$ cat src/sv/sswe_pkg.sv
// Shared constants, codes and types of the scalar to sparse window encoder.
package sswe_pkg;

   localparam int NUM_BITS      = 1024;
   localparam int VALUE_BITS    = 32;
   localparam int WORD_BITS     = 64;
   localparam int NUM_WORDS     = (NUM_BITS + WORD_BITS - 1) / WORD_BITS;
   localparam int WIDX_BITS     = $clog2(NUM_WORDS);
   localparam int BIT_SEL_BITS  = $clog2(WORD_BITS);
   localparam int POS_BITS      = $clog2(NUM_BITS + 1);
   localparam int QUOT_BITS     = $clog2(NUM_BITS);
   localparam int NUMER_BITS    = QUOT_BITS + VALUE_BITS;
   localparam int DIV_CNT_BITS  = $clog2(QUOT_BITS + 1);
   localparam int CFG_CNT_BITS  = 11;
   localparam int CSR_IDX_BITS  = 2;
   localparam int RSP_RAW_BITS  = WIDX_BITS + WORD_BITS;
   localparam int RSP_DATA_BITS = ((RSP_RAW_BITS + 7) / 8) * 8;
   localparam int RSP_PAD_BITS  = RSP_DATA_BITS - RSP_RAW_BITS;

   typedef enum logic [CSR_IDX_BITS-1:0] {
      REG_MIN_VALUE   = 2'd0,
      REG_MAX_VALUE   = 2'd1,
      REG_TOTAL_BITS  = 2'd2,
      REG_ACTIVE_BITS = 2'd3
   } reg_index_type;

   typedef enum logic {
      CMD_ENCODE = 1'b0,
      CMD_CLEAR  = 1'b1
   } cmd_type;

   typedef enum logic [3:0] {
      ST_IDLE,
      ST_CHECK,
      ST_OFFS,
      ST_MUL,
      ST_DIVGO,
      ST_DIV,
      ST_WIN,
      ST_CMP,
      ST_EMIT,
      ST_BAD
   } state_type;

   typedef struct packed {
      logic                 clear;
      logic                 rd_en;
      logic [WIDX_BITS-1:0] rd_idx;
      logic                 wr_en;
      logic [WIDX_BITS-1:0] wr_idx;
      logic [WORD_BITS-1:0] wr_data;
   } store_cmd_type;

   typedef struct packed {
      logic                 done;
      logic [QUOT_BITS-1:0] quotient;
   } div_rsp_type;

endpackage

$ cat src/sv/sswe_divider.sv
// Iterative restoring divider that yields the window start, one quotient bit a cycle.
module sswe_divider (
   input  logic                              clock,
   input  logic                              reset,
   input  logic                              start,
   input  logic [sswe_pkg::NUMER_BITS-1:0]   numerator,
   input  logic [sswe_pkg::VALUE_BITS-1:0]   divisor,
   output sswe_pkg::div_rsp_type             result
);
   import sswe_pkg::*;

   logic [VALUE_BITS-1:0]   rem_ff, rem_in;
   logic [QUOT_BITS-1:0]    low_ff, low_in;
   logic [DIV_CNT_BITS-1:0] cnt_ff, cnt_in;
   logic                    done_ff, done_in;
   logic [VALUE_BITS:0]     trial;
   logic [VALUE_BITS:0]     diff;
   logic                    fits;

   // The quotient is known to stay below 2**QUOT_BITS, so the upper numerator
   // bits are already a valid partial remainder.
   always_comb begin
      trial   = {rem_ff, low_ff[QUOT_BITS-1]};
      diff    = trial - {1'b0, divisor};
      fits    = trial >= {1'b0, divisor};
      rem_in  = rem_ff;
      low_in  = low_ff;
      cnt_in  = cnt_ff;
      done_in = 1'b0;
      if (start) begin
         rem_in = numerator[NUMER_BITS-1:QUOT_BITS];
         low_in = numerator[QUOT_BITS-1:0];
         cnt_in = DIV_CNT_BITS'(QUOT_BITS);
      end else if (cnt_ff != '0) begin
         rem_in  = fits ? diff[VALUE_BITS-1:0] : trial[VALUE_BITS-1:0];
         low_in  = {low_ff[QUOT_BITS-2:0], fits};
         cnt_in  = cnt_ff - DIV_CNT_BITS'(1);
         done_in = (cnt_ff == DIV_CNT_BITS'(1));
      end
   end

   always_ff @(posedge clock) begin
      if (reset) begin
         cnt_ff  <= '0;
         done_ff <= 1'b0;
      end else begin
         cnt_ff  <= cnt_in;
         done_ff <= done_in;
      end
   end

   always_ff @(posedge clock) begin
      rem_ff <= rem_in;
      low_ff <= low_in;
   end

   assign result.done     = done_ff;
   assign result.quotient = low_ff;

endmodule

$ cat src/sv/sswe_pattern_store.sv
// Store of the previous pattern: word memory with per-word valid bits.
module sswe_pattern_store (
   input  logic                            clock,
   input  logic                            reset,
   input  sswe_pkg::store_cmd_type         cmd,
   output logic [sswe_pkg::WORD_BITS-1:0]  rd_data
);
   import sswe_pkg::*;

   logic [WORD_BITS-1:0] mem [NUM_WORDS];
   logic [NUM_WORDS-1:0] valid_ff, valid_in;
   logic [WORD_BITS-1:0] rd_data_ff;

   // An entry that is not valid reads as zero.
   always_comb begin
      valid_in = valid_ff;
      if (cmd.clear) begin
         valid_in = '0;
      end else if (cmd.wr_en) begin
         valid_in[cmd.wr_idx] = 1'b1;
      end
   end

   always_ff @(posedge clock) begin
      if (reset) begin
         valid_ff <= '0;
      end else begin
         valid_ff <= valid_in;
      end
   end

   always_ff @(posedge clock) begin
      if (cmd.wr_en) begin
         mem[cmd.wr_idx] <= cmd.wr_data;
      end
      if (cmd.rd_en) begin
         rd_data_ff <= valid_ff[cmd.rd_idx] ? mem[cmd.rd_idx] : '0;
      end
   end

   assign rd_data = rd_data_ff;

endmodule

$ cat src/sv/scalar_to_sparse_window_encoder_core.sv
// Top level: sequencer, configuration registers and result register of the window encoder.
// An encode request runs the check, offset, multiply and divide steps, then a compare pass over
// every store word and the emission of one word per 64 bits of the saturated pattern length;
// with equal bounds the 10-step divider is skipped. Result back-pressure stalls the emission.
// A clear is taken in the idle state; a bad configuration gives a single flagged result.
// Reset (synchronous, active high) loads the register defaults and marks the store empty.
module scalar_to_sparse_window_encoder_core (
   input  logic                                  clock,
   input  logic                                  reset,
   // request channel
   input  logic                                  req_tvalid,
   output logic                                  req_tready,
   input  logic [sswe_pkg::VALUE_BITS-1:0]       req_tdata,   // [31:0] value
   input  logic                                  req_tuser,   // [0] cmd
   // result channel
   output logic                                  rsp_tvalid,
   input  logic                                  rsp_tready,
   output logic [sswe_pkg::RSP_DATA_BITS-1:0]    rsp_tdata,   // [3:0] word_index, [67:4] pattern_word
   output logic                                  rsp_tlast,
   output logic [1:0]                            rsp_tuser,   // [0] changed, [1] config_bad
   // configuration write channel
   input  logic                                  csr_valid,
   output logic                                  csr_ready,
   input  logic [sswe_pkg::CSR_IDX_BITS-1:0]     csr_index,
   input  logic [sswe_pkg::VALUE_BITS-1:0]       csr_data
);
   import sswe_pkg::*;

   // Configuration registers.
   logic signed [VALUE_BITS-1:0] min_ff, max_ff;
   logic [CFG_CNT_BITS-1:0]      total_ff, active_ff;

   // Sequencer and datapath registers.
   state_type                    state_ff, state_in;
   logic signed [VALUE_BITS-1:0] value_ff, value_in;
   logic signed [VALUE_BITS-1:0] cv_ff, cv_in;
   logic [VALUE_BITS-1:0]        off_ff, off_in;
   logic [VALUE_BITS-1:0]        span_ff, span_in;
   logic [QUOT_BITS-1:0]         diff_ff, diff_in;
   logic [NUMER_BITS-1:0]        prod_ff, prod_in;
   logic [POS_BITS-1:0]          start_ff, start_in;
   logic [POS_BITS-1:0]          end_ff, end_in;
   logic [WIDX_BITS-1:0]         last_idx_ff, last_idx_in;
   logic                         chg_ff, chg_in;
   logic [WIDX_BITS:0]           cnt_ff, cnt_in;

   // Result register.
   logic                         rsp_valid_ff, rsp_valid_in;
   logic [WIDX_BITS-1:0]         rsp_idx_ff, rsp_idx_in;
   logic [WORD_BITS-1:0]         rsp_word_ff, rsp_word_in;
   logic                         rsp_last_ff, rsp_last_in;
   logic                         rsp_chg_ff, rsp_chg_in;
   logic                         rsp_bad_ff, rsp_bad_in;

   logic [POS_BITS-1:0]          total_eff;
   logic                         cfg_bad;
   logic                         out_free;
   logic [WIDX_BITS:0]           cnt_dec;
   logic [WIDX_BITS-1:0]         gen_idx;
   logic [WORD_BITS-1:0]         gen_word;
   logic                         div_start;
   div_rsp_type                  div_rsp;
   store_cmd_type                store_cmd;
   logic [WORD_BITS-1:0]         store_rd;

   // One 64-bit word of the window [lo, hi).
   function automatic logic [WORD_BITS-1:0] window_word(
      input logic [WIDX_BITS-1:0] idx,
      input logic [POS_BITS-1:0]  lo,
      input logic [POS_BITS-1:0]  hi
   );
      logic [WORD_BITS-1:0] w;
      logic [POS_BITS-1:0]  b;
      for (int j = 0; j < WORD_BITS; j++) begin
         b    = POS_BITS'({idx, BIT_SEL_BITS'(j)});
         w[j] = (b >= lo) && (b < hi);
      end
      return w;
   endfunction

   sswe_divider u_divider (
      .clock     (clock),
      .reset     (reset),
      .start     (div_start),
      .numerator (prod_ff),
      .divisor   (span_ff),
      .result    (div_rsp)
   );

   sswe_pattern_store u_store (
      .clock   (clock),
      .reset   (reset),
      .cmd     (store_cmd),
      .rd_data (store_rd)
   );

   // Saturate the pattern length to the store capacity.
   assign total_eff = (32'(total_ff) > 32'(NUM_BITS)) ? POS_BITS'(NUM_BITS)
                                                      : POS_BITS'(total_ff);
   assign cfg_bad   = (min_ff > max_ff) || (total_eff == '0) || (active_ff == '0) ||
                      (32'(active_ff) > 32'(total_eff));

   assign req_tready = (state_ff == ST_IDLE);
   assign csr_ready  = 1'b1;
   assign out_free   = !rsp_valid_ff || rsp_tready;

   // The compare pass writes one word behind the read address; emission uses the count.
   assign cnt_dec  = cnt_ff - (WIDX_BITS + 1)'(1);
   assign gen_idx  = (state_ff == ST_CMP) ? cnt_dec[WIDX_BITS-1:0] : cnt_ff[WIDX_BITS-1:0];
   assign gen_word = window_word(gen_idx, start_ff, end_ff);

   always_comb begin
      state_in     = state_ff;
      value_in     = value_ff;
      cv_in        = cv_ff;
      off_in       = off_ff;
      span_in      = span_ff;
      diff_in      = diff_ff;
      prod_in      = prod_ff;
      start_in     = start_ff;
      end_in       = end_ff;
      last_idx_in  = last_idx_ff;
      chg_in       = chg_ff;
      cnt_in       = cnt_ff;
      rsp_valid_in = rsp_valid_ff && !rsp_tready;
      rsp_idx_in   = rsp_idx_ff;
      rsp_word_in  = rsp_word_ff;
      rsp_last_in  = rsp_last_ff;
      rsp_chg_in   = rsp_chg_ff;
      rsp_bad_in   = rsp_bad_ff;
      div_start    = 1'b0;
      store_cmd    = '0;

      case (state_ff)
         ST_IDLE: begin
            if (req_tvalid) begin
               if (cmd_type'(req_tuser) == CMD_CLEAR) begin
                  // Drop the stored pattern; a clear request has no result.
                  store_cmd.clear = 1'b1;
               end else begin
                  value_in = req_tdata;
                  state_in = ST_CHECK;
               end
            end
         end
         ST_CHECK: begin
            if (cfg_bad) begin
               state_in = ST_BAD;
            end else begin
               cv_in       = (value_ff < min_ff) ? min_ff :
                             (value_ff > max_ff) ? max_ff : value_ff;
               diff_in     = QUOT_BITS'(total_eff - POS_BITS'(active_ff));
               last_idx_in = WIDX_BITS'((total_eff - POS_BITS'(1)) >> BIT_SEL_BITS);
               state_in    = ST_OFFS;
            end
         end
         ST_OFFS: begin
            // Both differences are non-negative and below 2**32.
            off_in   = cv_ff - min_ff;
            span_in  = max_ff - min_ff;
            state_in = ST_MUL;
         end
         ST_MUL: begin
            prod_in  = NUMER_BITS'(diff_ff) * NUMER_BITS'(off_ff);
            state_in = ST_DIVGO;
         end
         ST_DIVGO: begin
            if (span_ff == '0) begin
               start_in = '0;
               state_in = ST_WIN;
            end else begin
               div_start = 1'b1;
               state_in  = ST_DIV;
            end
         end
         ST_DIV: begin
            if (div_rsp.done) begin
               start_in = POS_BITS'(div_rsp.quotient);
               state_in = ST_WIN;
            end
         end
         ST_WIN: begin
            end_in   = start_ff + POS_BITS'(active_ff);
            cnt_in   = '0;
            chg_in   = 1'b0;
            state_in = ST_CMP;
         end
         ST_CMP: begin
            // Read word cnt, compare and overwrite word cnt-1.
            store_cmd.rd_en  = (cnt_ff < (WIDX_BITS + 1)'(NUM_WORDS));
            store_cmd.rd_idx = cnt_ff[WIDX_BITS-1:0];
            if (cnt_ff != '0) begin
               store_cmd.wr_en   = 1'b1;
               store_cmd.wr_idx  = cnt_dec[WIDX_BITS-1:0];
               store_cmd.wr_data = gen_word;
               if (gen_word != store_rd) begin
                  chg_in = 1'b1;
               end
            end
            if (cnt_ff == (WIDX_BITS + 1)'(NUM_WORDS)) begin
               cnt_in   = '0;
               state_in = ST_EMIT;
            end else begin
               cnt_in = cnt_ff + (WIDX_BITS + 1)'(1);
            end
         end
         ST_EMIT: begin
            if (out_free) begin
               rsp_valid_in = 1'b1;
               rsp_idx_in   = cnt_ff[WIDX_BITS-1:0];
               rsp_word_in  = gen_word;
               rsp_last_in  = (cnt_ff[WIDX_BITS-1:0] == last_idx_ff);
               rsp_chg_in   = (cnt_ff[WIDX_BITS-1:0] == last_idx_ff) && chg_ff;
               rsp_bad_in   = 1'b0;
               if (cnt_ff[WIDX_BITS-1:0] == last_idx_ff) begin
                  state_in = ST_IDLE;
               end else begin
                  cnt_in = cnt_ff + (WIDX_BITS + 1)'(1);
               end
            end
         end
         ST_BAD: begin
            // Single flagged result; leave the store alone.
            if (out_free) begin
               rsp_valid_in = 1'b1;
               rsp_idx_in   = '0;
               rsp_word_in  = '0;
               rsp_last_in  = 1'b1;
               rsp_chg_in   = 1'b0;
               rsp_bad_in   = 1'b1;
               state_in     = ST_IDLE;
            end
         end
         default: begin
            state_in = ST_IDLE;
         end
      endcase
   end

   // Configuration writes.
   always_ff @(posedge clock) begin
      if (reset) begin
         min_ff    <= '0;
         max_ff    <= VALUE_BITS'(65535);
         total_ff  <= CFG_CNT_BITS'(1024);
         active_ff <= CFG_CNT_BITS'(32);
      end else if (csr_valid) begin
         case (reg_index_type'(csr_index))
            REG_MIN_VALUE:   min_ff    <= csr_data;
            REG_MAX_VALUE:   max_ff    <= csr_data;
            REG_TOTAL_BITS:  total_ff  <= csr_data[CFG_CNT_BITS-1:0];
            REG_ACTIVE_BITS: active_ff <= csr_data[CFG_CNT_BITS-1:0];
            default: begin
            end
         endcase
      end
   end

   always_ff @(posedge clock) begin
      if (reset) begin
         state_ff     <= ST_IDLE;
         rsp_valid_ff <= 1'b0;
      end else begin
         state_ff     <= state_in;
         rsp_valid_ff <= rsp_valid_in;
      end
   end

   always_ff @(posedge clock) begin
      value_ff    <= value_in;
      cv_ff       <= cv_in;
      off_ff      <= off_in;
      span_ff     <= span_in;
      diff_ff     <= diff_in;
      prod_ff     <= prod_in;
      start_ff    <= start_in;
      end_ff      <= end_in;
      last_idx_ff <= last_idx_in;
      chg_ff      <= chg_in;
      cnt_ff      <= cnt_in;
      rsp_idx_ff  <= rsp_idx_in;
      rsp_word_ff <= rsp_word_in;
      rsp_last_ff <= rsp_last_in;
      rsp_chg_ff  <= rsp_chg_in;
      rsp_bad_ff  <= rsp_bad_in;
   end

   assign rsp_tvalid = rsp_valid_ff;
   assign rsp_tdata  = {{RSP_PAD_BITS{1'b0}}, rsp_word_ff, rsp_idx_ff};
   assign rsp_tlast  = rsp_last_ff;
   assign rsp_tuser  = {rsp_bad_ff, rsp_chg_ff};

   // A flagged result is a lone empty word.
   a_bad_single: assert property (@(posedge clock) disable iff (reset)
      rsp_valid_ff && rsp_bad_ff |-> rsp_last_ff && (rsp_idx_ff == '0) && (rsp_word_ff == '0))
      else $error("config_bad result is not a single empty word");

   a_chg_on_last: assert property (@(posedge clock) disable iff (reset)
      rsp_valid_ff && rsp_chg_ff |-> rsp_last_ff)
      else $error("changed flag set on a word that is not last");

   a_div_done_in_div: assert property (@(posedge clock) disable iff (reset)
      div_rsp.done |-> (state_ff == ST_DIV))
      else $error("divider finished outside the divide step");

   a_emit_in_range: assert property (@(posedge clock) disable iff (reset)
      (state_ff == ST_EMIT) |-> (cnt_ff[WIDX_BITS-1:0] <= last_idx_ff) && !cnt_ff[WIDX_BITS])
      else $error("emitted word index beyond the pattern length");

   a_window_fits: assert property (@(posedge clock) disable iff (reset)
      (state_ff == ST_CMP) |-> (end_ff <= total_eff) && (start_ff < end_ff))
      else $error("window runs past the pattern length");

endmodule
$ cat config.mk
export PLATFORM = sky130hd
export DESIGN_NAME = scalar_to_sparse_window_encoder_core
export DESIGN_NICKNAME = d
export VERILOG_FILES = /design/src/sv/sswe_pkg.sv /design/src/sv/sswe_divider.sv /design/src/sv/sswe_pattern_store.sv /design/src/sv/scalar_to_sparse_window_encoder_core.sv
export SDC_FILE = /design/constraint.sdc
export NUM_CORES = 2
export LEC_CHECK = 0
export BUFFER_PORTS_ARGS = -buffer_cell sky130_fd_sc_hd__buf_2
export CELL_PAD_IN_SITES_DETAIL_PLACEMENT = 1
export CELL_PAD_IN_SITES_GLOBAL_PLACEMENT = 1
export CORE_MARGIN = 8
export CORE_UTILIZATION = 40
export DETAILED_ROUTE_END_ITERATION = 16
export PLACE_DENSITY_LB_ADDON = 0.12
export SLEW_MARGIN = 15
export SYNTH_ARGS = -nofsm -noshare
export SYNTH_HDL_FRONTEND = slang
export SYNTH_SLANG_ARGS = --single-unit
$ cat constraint.sdc
create_clock -name clock -period 9.4 [get_ports clock]
set_input_delay 0.94 -clock clock [delete_from_list [all_inputs] [get_ports clock]]
set_output_delay 0.94 -clock clock [all_outputs]
set_load 0.005 [all_outputs]
==> metrics <==
Critical Path, Cell by Cell=buf_4 > nand2_1 > fa_1 > inv_1 > fa_1 > ha_1 > fa_1 > inv_1 > fa_1 > inv_1 > ha_1 > a21o_1 > o2bb2ai_1 > o41ai_1 > a211oi_1 > o211ai_1 > nand2_1 > o221ai_1 > o21bai_1 > a21oi_1 > xnor2_1; RSZ-0062 raised after global routing=false; pwr dens=~260 nW/um^2; placed cell count=between 8000 and 9000; Die Ht=approximately 450 um; Rel. slew slack=15.72%; vias per cell=about 5.6; setup TNS=0 ns; Clock power frac=between 20% and 30%; TritonCTS clock tree=yes; WL/cell=26.74 um; Comb pwr share=36.0%; Post-Syn Area=around 77000 um^2; Final HPWL DP=147000 um; Final Max Slew Viols=0; Die ar.=206400 um^2; worst-path maximum fanout=32; Synth cell types=88; Worst Setup Start Kind=register; maxcap violations=0; top cell family by delay on the critical path=adder cells; via count=46780; Clock Path Buffers=3; LEAKAGE=34.03 nW; # DRC=0; clock root buffer=clkbuf_16; switching share of power=34.20%; Synth Instances=5575; post-CTS setup buffer count=0; initial core utilization=40.08%; WHS=0.2921 ns; post-CTS sizing=0; Nets=approximately 6300; Hold Fails Final Rpt=0; area grow syn2layout=12.04%; final WL=224600 um; gr usage total=21.52%; area of the multi-input gates=30030 um^2; peak supply drop=between 0.2 and 0.3 mV; FMAX=roughly 150 MHz; Slew @ Worst Pin=about 1.3 ns; Routed Antenna Nets=0; critical path arrival=7.15 ns; clock period minus worst slack=6.597 ns; # fillers=19330; total CTS buffers=166; Setup Skew=0.06462 ns; share of the synthesized area in the top cell type=55.16%; post-synth top area cell=edfxtp_1; internal power=14.77 mW; first-pass GRT wire length=333300 um; I/O Pins=150; row count=161; core area=about 190000 um^2; Yosys Warn Count=0; hold crit path type=input pin to register; outcome=complete, no violations; vias in the first global route=49960; First-pass DRT Iterations=5; Async S/R FF share, synth=0%; cts hold-fix bufs=0; clk sinks=1524; Worst path max stage delay=between 0.8 and 0.9 ns; H-tree Lvls=4; clk_lat worst skew=between 0.8 and 0.9 ns; Post-synth top flop=edfxtp_1; Die W=454.4 um; Port-buffer cells=144; most frequent CP cell=fa_1; slowest CP cell=o41ai_1; Post-synth EDFFs=around 1400; crit share post-route=between 70% and 80%; antenna violations before repair=10; GRT overflow=0; largest net degree at the start of global routing=139; Cell Count, Final, Fillers Out=~8400; Crit. End Element=register; Seq/Total Area, Yosys=58.08%; Synth Area per Inst=roughly 14 um^2; P_sw=7.677 mW; final setup violation count=0; register area=44640 um^2; routability congestion estimate=about 0.83; share of layout cells above drive strength 1=13.82%; CP Class=register to register; Crit path required time=9.95 ns; synth top area cells=edfxtp_1 55%, mux4_2 7.6%, fa_1 6.3%; Initial DRC Count=3695; Buf+Inv Stages, Crit Path=4; CTS clk-pin slew, worst paths=0.06 ns; synthesis-stage register bit count=about 1500; sequential share of power=36.1%
[final cells by class]
| cell class | count | area share [%] |
|---|---|---|
| clock buffers | 210 | 5.088 |
| inverters | 377 | 1.643 |
| repair buffers | 264 | 1.941 |
| diodes | 1 | 0.002906 |
| flip-flops and latches | 1524 | 51.84 |
| multi-input cells | 3410 | 34.88 |
| well taps | 2526 | 3.670 |
| clock inverters | 90 | 0.9357 |
[layer usage]
metal / up-vias / global-route usage [%] / wire length (um)
met1: 24530 / 31.96 / 107400
met4: 2 / 5.153 / 4762
li1: 20910 / - / -
met5: - / 0 / 17
met2: 1060 / 33.49 / 101300
met3: 276 / 3.179 / 11150
[synthesized netlist by cell type, drive strengths merged, types with 7 or more instances]
| master | instances |
|---|---|
| a211oi | 149 |
| a21boi | 12 |
| a21o | 76 |
| a21oi | 229 |
| a221o | 7 |
| a31oi | 36 |
| and2 | 188 |
| and3 | 17 |
| buf | 69 |
| clkbuf | 198 |
| dfxtp | 112 |
| edfxtp | 1412 |
| fa | 243 |
| ha | 279 |
| inv | 377 |
| mux2i | 135 |
| mux4 | 260 |
| nand2 | 522 |
| nand2b | 31 |
| nand3 | 61 |
| nand4 | 30 |
| nor2 | 318 |
| nor2b | 97 |
| nor3 | 60 |
| nor4 | 32 |
| o211ai | 47 |
| o21a | 56 |
| o21ai | 156 |
| o21bai | 13 |
| o221ai | 23 |
| o31a | 9 |
| o31ai | 9 |
| or2 | 12 |
| or3 | 18 |
| xnor2 | 140 |
| xor2 | 52 |
[logic make-up (layout without fill, tap and decap cells)]
| logic type | after synthesis | count (layout) | synth area share [%] |
|---|---|---|---|
| fa+ha+maj | 522 | 522 | 10.87 |
| compound gates | 882 | 882 | 7.540 |
| xor+xnor | 192 | 192 | 2.188 |
| mux | 397 | 397 | 9.406 |
| flops | 1524 | 1524 | 58.08 |
| other cells | 2 | 6 | 0.009771 |
| buf+inv | 644 | 941 | 3.257 |
| simple gates | 1412 | 1412 | 8.647 |
[metrics by stage]
stage          instance area [um^2]  power, mW  worst slack, ns  util [%]
5_1_grt                       86110      23.89            2.458     44.90
6_report                      86110      22.45            2.803     44.90
4_1_cts                       86110      22.67            2.754     44.90
2_1_floorplan                 76870      14.20            2.985         -
3_3_place_gp                  80920      16.26            2.797     42.20
3_5_place_dp                  80920      16.34            2.766     42.20
[worst register-to-register path: stages (launching register included)]
cell and delay (ns):
edfxtp_1 0.33, buf_4 0.34, nand2_1 0.15, fa_1 0.55
inv_1 0.06, fa_1 0.45, ha_1 0.33, fa_1 0.54
inv_1 0.05, fa_1 0.54, inv_1 0.04, ha_1 0.35
a21o_1 0.21, o2bb2ai_1 0.16, o41ai_1 0.84, a211oi_1 0.32
o211ai_1 0.36, nand2_1 0.09, o221ai_1 0.27, o21bai_1 0.10
a21oi_1 0.18, xnor2_1 0.08
[path summary, 6_finish.rpt]
| path | startpoint | slack [ns] | cells after the start | to |
|---|---|---|---|---|
| min reg2reg | min_ff[8] | 0.45 | 2 | min_ff[8] |
| max | diff_ff[3] | 2.80 | 21 | prod_ff[40] |
| min | req_tdata[29] | 0.29 | 1 | value_ff[29] |
| max reg2reg | diff_ff[3] | 2.80 | 21 | prod_ff[40] |
[flip-flops by register name, indices dropped and copies added (netlist names), 32 cells and up]
| name | cells |
|---|---|
| span_ff | 32 |
| prod_ff | 42 |
| min_ff | 32 |
| rsp_word_ff | 64 |
| u_divider.rem_ff | 32 |
| cv_ff | 32 |
| value_ff | 32 |
| off_ff | 32 |
| u_store.rd_data | 64 |
| max_ff | 32 |
| u_store.mem | 1024 |
[power groups by stage]
stage,sequential (mW),combinational [mW],clock [mW]
finish,8.10,8.09,6.26
global route,8.12,9.15,6.63
CTS,8.11,8.15,6.41
detailed placement,8.25,8.09,0
global placement,8.24,8.02,0
floorplan,8.15,6.05,0
[cell usage in the layout, fill, tap and decap left out, types with 13 or more instances in the layout]
master and count:
nand4_1 29, clkbuf_16 168, a31oi_1 34, a211oi_1 148
o211ai_1 47, o21a_1 56, and2_1 188, nor2_1 298
xor2_1 52, a21o_1 76, fa_1 243, mux4_2 260
o21bai_1 13, nand3_1 60, nand2b_1 31, edfxtp_1 1412
clkinv_2 23, nor4_1 32, and3_1 17, ha_1 278
clkbuf_1 40, nor2_4 18, clkinv_1 36, inv_1 376
mux2i_1 135, nor3_1 55, or3_1 18, xnor2_1 140
buf_2 144, o21ai_1 21, buf_4 116, o21ai_0 131
a21oi_1 224, nor2b_1 97, dfxtp_1 112, nand2_1 519
o221ai_1 23
Note: power is estimated with default switching activity, not from simulation.
